[config.mk]
export PLATFORM = sky130hd
export DESIGN_NAME = serial_line_keyword_matcher
export DESIGN_NICKNAME = d
export VERILOG_FILES = /design/src/design/slkm_pkg.sv /design/src/design/serial_line_keyword_matcher.sv
export SDC_FILE = /design/constraint.sdc
export NUM_CORES = 1
export LEC_CHECK = 0
export BUFFER_PORTS_ARGS = -buffer_cell sky130_fd_sc_hd__buf_2
export CAP_MARGIN = 20
export CORE_ASPECT_RATIO = 0.6
export CORE_UTILIZATION = 30
export CTS_BUF_LIST = sky130_fd_sc_hd__clkbuf_2
export DETAILED_ROUTE_END_ITERATION = 10
export MAX_ROUTING_LAYER = met4
export PLACE_DENSITY = 0.47
export RECOVER_POWER = 50
export SKIP_LAST_GASP = 1
export SYNTH_ARGS = -nofsm -noshare
export SYNTH_HDL_FRONTEND = slang
export SYNTH_SLANG_ARGS = --single-unit
[constraint.sdc]
create_clock -name clk_i -period 6.6 [get_ports clk_i]
set_input_delay 1.32 -clock clk_i [delete_from_list [all_inputs] [get_ports clk_i]]
set_output_delay 1.32 -clock clk_i [all_outputs]
set_load 0.1 [all_outputs]
[src/design/slkm_pkg.sv]
// shared constants, keyword table and helper function for the serial line keyword matcher
package slkm_pkg;

  // default longest line length in bytes, newline excluded
  localparam int LineLengthDef = 32;

  // keyword table geometry
  localparam int KwCount = 8;
  localparam int KwSpan  = 22;
  localparam int ModeW   = 3;

  // byte that ends a line
  localparam logic [7:0] NewlineByte = 8'd10;

  typedef logic [KwCount-1:0]  kw_mask_t;
  typedef logic [ModeW-1:0]    mode_t;
  typedef logic [KwSpan*8-1:0] kw_text_t;

  // keyword lengths in bytes, in priority order
  localparam int KwLen [KwCount] = '{11, 10, 16, 17, 21, 22, 9, 10};

  // keyword text, right aligned: the first character sits in the highest used byte
  localparam kw_text_t KwText [KwCount] = '{
    kw_text_t'({"led_all", "_off"}),
    kw_text_t'({"led_all", "_on"}),
    kw_text_t'({"shift_left", "_ledon"}),
    kw_text_t'({"shift_right", "_ledon"}),
    kw_text_t'({"shift_left", "_keep_ledon"}),
    kw_text_t'({"shift_right", "_keep_ledon"}),
    kw_text_t'({"flower", "_on"}),
    kw_text_t'({"flower", "_off"})
  };

  // character of keyword k at line position pos, zero past its end
  function automatic logic [7:0] kw_byte(input int k, input int pos);
    int idx;
    logic [7:0] res;
    res = 8'd0;
    idx = 0;
    if (pos < KwLen[k]) begin
      idx = KwLen[k] - 1 - pos;
      res = KwText[k][idx*8 +: 8];
    end
    return res;
  endfunction

endpackage

[src/design/serial_line_keyword_matcher.sv]
// serial line keyword matcher: per-byte prefix tracking and line-end keyword decode
// path: a newline waits in the input register, its result in the output register
// throughput: one byte per cycle; the only stall is a newline whose result finds
//   the output register still full and not being taken
// reset: rst_ni clears the line position, sets every keyword-alive bit, sets mode 0
//   and empties the input and output registers
module serial_line_keyword_matcher #(
  parameter int LINE_LENGTH = slkm_pkg::LineLengthDef
) (
  input  logic       clk_i,
  input  logic       rst_ni,
  input  logic       s_axis_tvalid_i,
  output logic       s_axis_tready_o,
  input  logic [7:0] s_axis_tdata_i,   // [7:0] rx_byte
  output logic       m_axis_tvalid_o,
  input  logic       m_axis_tready_i,
  output logic [7:0] m_axis_tdata_o    // [0] matched, [3:1] mode, [7:4] zero
);

  localparam int PosW = $clog2(LINE_LENGTH);
  localparam logic [PosW-1:0] PosMax = PosW'(LINE_LENGTH - 1);

  // input register
  logic       in_valid_q;
  logic [7:0] in_byte_q;

  // line state
  logic [PosW-1:0]        pos_q, pos_d;
  slkm_pkg::kw_mask_t     alive_q, alive_d;
  slkm_pkg::mode_t        mode_q, mode_d;

  // result register
  logic                   out_valid_q;
  logic                   out_matched_q;
  slkm_pkg::mode_t        out_mode_q;

  logic is_nl;
  logic adv;
  logic hit;

  // stage advances unless a newline result would overwrite a waiting result
  assign is_nl = (in_byte_q == slkm_pkg::NewlineByte);
  assign adv   = in_valid_q && (!is_nl || !out_valid_q || m_axis_tready_i);
  assign s_axis_tready_o = !in_valid_q || adv;

  // per-byte prefix tracking and line-end priority decode
  always_comb begin
    pos_d   = pos_q;
    alive_d = alive_q;
    mode_d  = mode_q;
    hit     = 1'b0;
    if (is_nl) begin
      for (int k = slkm_pkg::KwCount - 1; k >= 0; k--) begin
        if (alive_q[k] && (int'(pos_q) >= slkm_pkg::KwLen[k])) begin
          hit    = 1'b1;
          mode_d = slkm_pkg::ModeW'(k);
        end
      end
      pos_d   = '0;
      alive_d = '1;
    end else if (pos_q < PosMax) begin
      for (int k = 0; k < slkm_pkg::KwCount; k++) begin
        if ((int'(pos_q) < slkm_pkg::KwLen[k]) &&
            (slkm_pkg::kw_byte(k, int'(pos_q)) != in_byte_q)) begin
          alive_d[k] = 1'b0;
        end
      end
      pos_d = pos_q + 1'b1;
    end
  end

  // control registers
  always_ff @(posedge clk_i or negedge rst_ni) begin
    if (!rst_ni) begin
      in_valid_q  <= 1'b0;
      out_valid_q <= 1'b0;
      pos_q       <= '0;
      alive_q     <= '1;
      mode_q      <= '0;
    end else begin
      if (s_axis_tready_o) begin
        in_valid_q <= s_axis_tvalid_i;
      end
      if (adv) begin
        pos_q   <= pos_d;
        alive_q <= alive_d;
        mode_q  <= mode_d;
      end
      if (adv && is_nl) begin
        out_valid_q <= 1'b1;
      end else if (m_axis_tready_i) begin
        out_valid_q <= 1'b0;
      end
    end
  end

  // payload registers
  always_ff @(posedge clk_i) begin
    if (s_axis_tready_o && s_axis_tvalid_i) begin
      in_byte_q <= s_axis_tdata_i;
    end
    if (adv && is_nl) begin
      out_matched_q <= hit;
      out_mode_q    <= mode_d;
    end
  end

  assign m_axis_tvalid_o = out_valid_q;
  assign m_axis_tdata_o  = {4'b0000, out_mode_q, out_matched_q};

  // a finished line leaves fresh line state behind
  a_line_restart: assert property (@(posedge clk_i) disable iff (!rst_ni)
    adv && is_nl |=> (pos_q == '0) && (alive_q == '1))
    else $error("line state not restarted after newline");

  // position counter never passes its saturation point
  a_pos_bound: assert property (@(posedge clk_i) disable iff (!rst_ni)
    pos_q <= PosMax)
    else $error("line position beyond saturation");

  // the stage only holds a newline blocked by a full, stalled result register
  a_stall_cause: assert property (@(posedge clk_i) disable iff (!rst_ni)
    in_valid_q && !adv |-> is_nl && out_valid_q && !m_axis_tready_i)
    else $error("input stage stalled without cause");

  // a shown result carries the current stored mode
  a_mode_shown: assert property (@(posedge clk_i) disable iff (!rst_ni)
    out_valid_q |-> (out_mode_q == mode_q))
    else $error("result mode differs from stored mode");

endmodule

==> run metrics <==
clk_lat worst skew 0.44 ns; Remaining Overflow, GRT 0; Vias/cell 6.269; io pins 22; Slowest-stage cell, CP ha_1; clk slew on worst S/H paths 0.23 ns; hold_sp mode_q[2]; number of synthesized flops with an enable pin 12; fillcell total 1788; Worst Path Max Fanout 34; setup TNS 0 ns; CTS Root Cell clkbuf_2; Post-Synth Simple-Gate Area 0.2558; first-pass iteration count of the detailed router 6; final number of setup-violating endpoints 0; Die Y 102.1 um; first-pass GRT wire length 31050 um; Synth cell types 86; Fmax 0.2444 GHz; Slew Viols, Final 0; Max IR drop VDD 0.1614 mV; initial DRC count 858; CTS resizes 0; clock tree buffer depth 2; initial antenna violation count 1; flops & latches, synth 30; PortBufs 17; total wire length 20030 um; Synth Area per Inst 7.089 um^2; Post-CTS Setup Repair Bufs 0; kind of critical path flop to flop; cell row count 36; proportion of synthesized area in mux cells 0.01700; Area Overhead vs Synth 3.925%; dpl cells 889; Gate Count Post-Synth 706; most frequent cells in the layout 58 x nor2_1, 58 x a21oi_1, 53 x o21ai_0, 51 x nand2_1, 30 x xnor2_1; Die ar. 17220 um^2; post-synthesis cell area 5005 um^2; asr flop ratio synth 0.6000; DRC 0; Main synth FF type edfxtp_1; RSZ-0062 raised after global routing false; CTS tree done; core area 16260 um^2; worst hold-check path type flop to flop; R2R Path Start pos_q[1]; H-tree depth reported by CTS 2; Adder-Cell Fraction of Synth Area 0.02925; DP Wirelength 14000 um; fin crit share 0.6199; pin count of the biggest net entering global routing 73; Num Clock Sinks 30; P_leak 1.789 nW; XOR/XNOR Fraction of Synth Area 0.07125; Seq/Total Area, Yosys 0.1640; Worst slew margin 0.1399; gpl congestion 0.9155; vias in the first global route 4965; CTS buffer count 5; Finished Layout Cells 899; Startpoint Class flop; Max Cap Violations 0; Vias 5636; PwrDens 571.6 nW/um^2; Setup crit end kind flop; worst path arrival time 4.43 ns; CP Launch Point pos_q[1]; Max stage delay on crit path 1.14 ns; hold-fix buffers at CTS 0; synthesis warning total 0; fraction of layout cells with a size suffix above 1 0.09567; die span in x 168.7 um; Hold Fails Final Rpt 0; Slew @ Worst Pin 1.290 ns; Total GRT Usage 0.2424; CP most frequent cell inv_1; CP Cell Sequence buf_4 > inv_1 > ha_1 > inv_1 > nor2_1 > o2bb2a_1 > a2111oi_0 > nor3_1 > o31a_1 > a21oi_1; min Tclk post-route 4.091 ns; net count reported at finish 690; largest family of logic cells by synthesized area compound AO/OA/AOI/OAI gates; post-route ant nets 0; DR WL/cell 22.28 um; Initial Util 0.3078; Compound-Gate Fraction of Synth Area 0.3747; status finished, final reports clean; Setup Skew 0.05031 ns; Worst Path Required 6.94 ns
synthesized netlist by cell type, types with 9 or more instances:
cell	number	area [um^2]
o211ai_1	12	90.09
clkbuf_1	33	123.9
a311oi_1	11	96.34
a21o_1	9	67.56
a2111oi_0	10	87.58
dfrtp_1	10	250.2
a21oi_1	58	290.3
nor2b_1	18	112.6
and2_1	9	56.30
xnor2_1	30	262.8
nor2_1	57	214.0
ha_1	10	125.1
nor4_1	9	56.30
a211oi_1	13	97.59
o21ai_0	53	265.3
nand2_1	51	191.4
buf_2	31	155.2
nor3_1	21	105.1
nand2b_1	21	131.4
edfxtp_1	12	360.4
a31oi_1	14	87.58
nand3_1	19	95.09
inv_1	17	63.81
logic make-up (layout without fill, tap and decap cells):
kind of cell / count (synthesis) / count (layout)
XOR/XNOR: 39 / 39
adder cells (fa/ha/maj): 12 / 12
flip-flops: 30 / 30
other: 1 / 6
buffers and inverters: 96 / 56
multiplexers: 8 / 8
AO/OA/AOI/OAI: 272 / 272
AND/OR/NAND/NOR: 248 / 248
sequential cells by signal (all words and copies together) (netlist names):
signal,flops
alive_q,8
in_byte_q,8
pos_q,5
mode_q,3
out_mode_q,3
in_valid_q,1
m_axis_tvalid_o,1
out_matched_q,1
through the flow:
stage / cell area, um^2 / utilization / hold WS, ns / power [W] / setup slack [ns]
2_1_floorplan: 5016 / - / 0.4807 / 0.002170 / 3.056
3_3_place_gp: 5111 / 0.3143 / 0.4919 / 0.002739 / 2.646
3_5_place_dp: 5111 / 0.3143 / 0.4997 / 0.002715 / 2.647
4_1_cts: 5200 / 0.3198 / 0.5431 / 0.002913 / 2.581
5_1_grt: 5199 / 0.3197 / 0.5825 / 0.003207 / 2.185
6_report: 5201 / 0.3199 / 0.5428 / 0.002973 / 2.509
layer usage:
layer / up-vias / track usage / wire, um
met5: - / - / 0
li1: 2570 / - / -
met1: 2725 / 0.3693 / 10150
met4: 0 / 0.03846 / 247
met3: 25 / 0.05267 / 2104
met2: 316 / 0.3185 / 7527
worst paths after layout:
check	to	slack, ns	cells after the start
setup / recovery	alive_q[3]	2.51	10
hold / removal	mode_q[2]	0.54	1
setup reg to reg	alive_q[3]	2.51	10
hold reg to reg	mode_q[2]	0.54	1
max in group asynchronous	pos_q[4]	4.68	1
min in group asynchronous	pos_q[3]	1.10	1
worst max-delay path, delay by kind of cell, from the launching register on:
kind | cells | cell delay, ns
compound gates | 4 | 1.04
buf+inv | 3 | 1.04
fa+ha+maj | 1 | 1.14
simple gates | 2 | 0.36
flops | 1 | 0.38
layout make-up:
class / count / area [um^2] / area share
flip-flops and latches: 30 / 824.5 / 0.1585
inverters: 20 / 75.07 / 0.01443
clock buffers: 5 / 25.02 / 0.004811
multi-input cells: 583 / 3756 / 0.7222
repair buffers: 28 / 166.4 / 0.03199
well taps: 228 / 285.3 / 0.05485
clock inverters: 3 / 63.81 / 0.01227
diodes: 2 / 5.005 / 0.0009622
report_power, final:
part           internal (W)  switching (W)
clock              0.000101      0.0000839
combinational      0.000862        0.00164
sequential         0.000214      0.0000704
No activity file was read; power rests on OpenSTA's default activity.
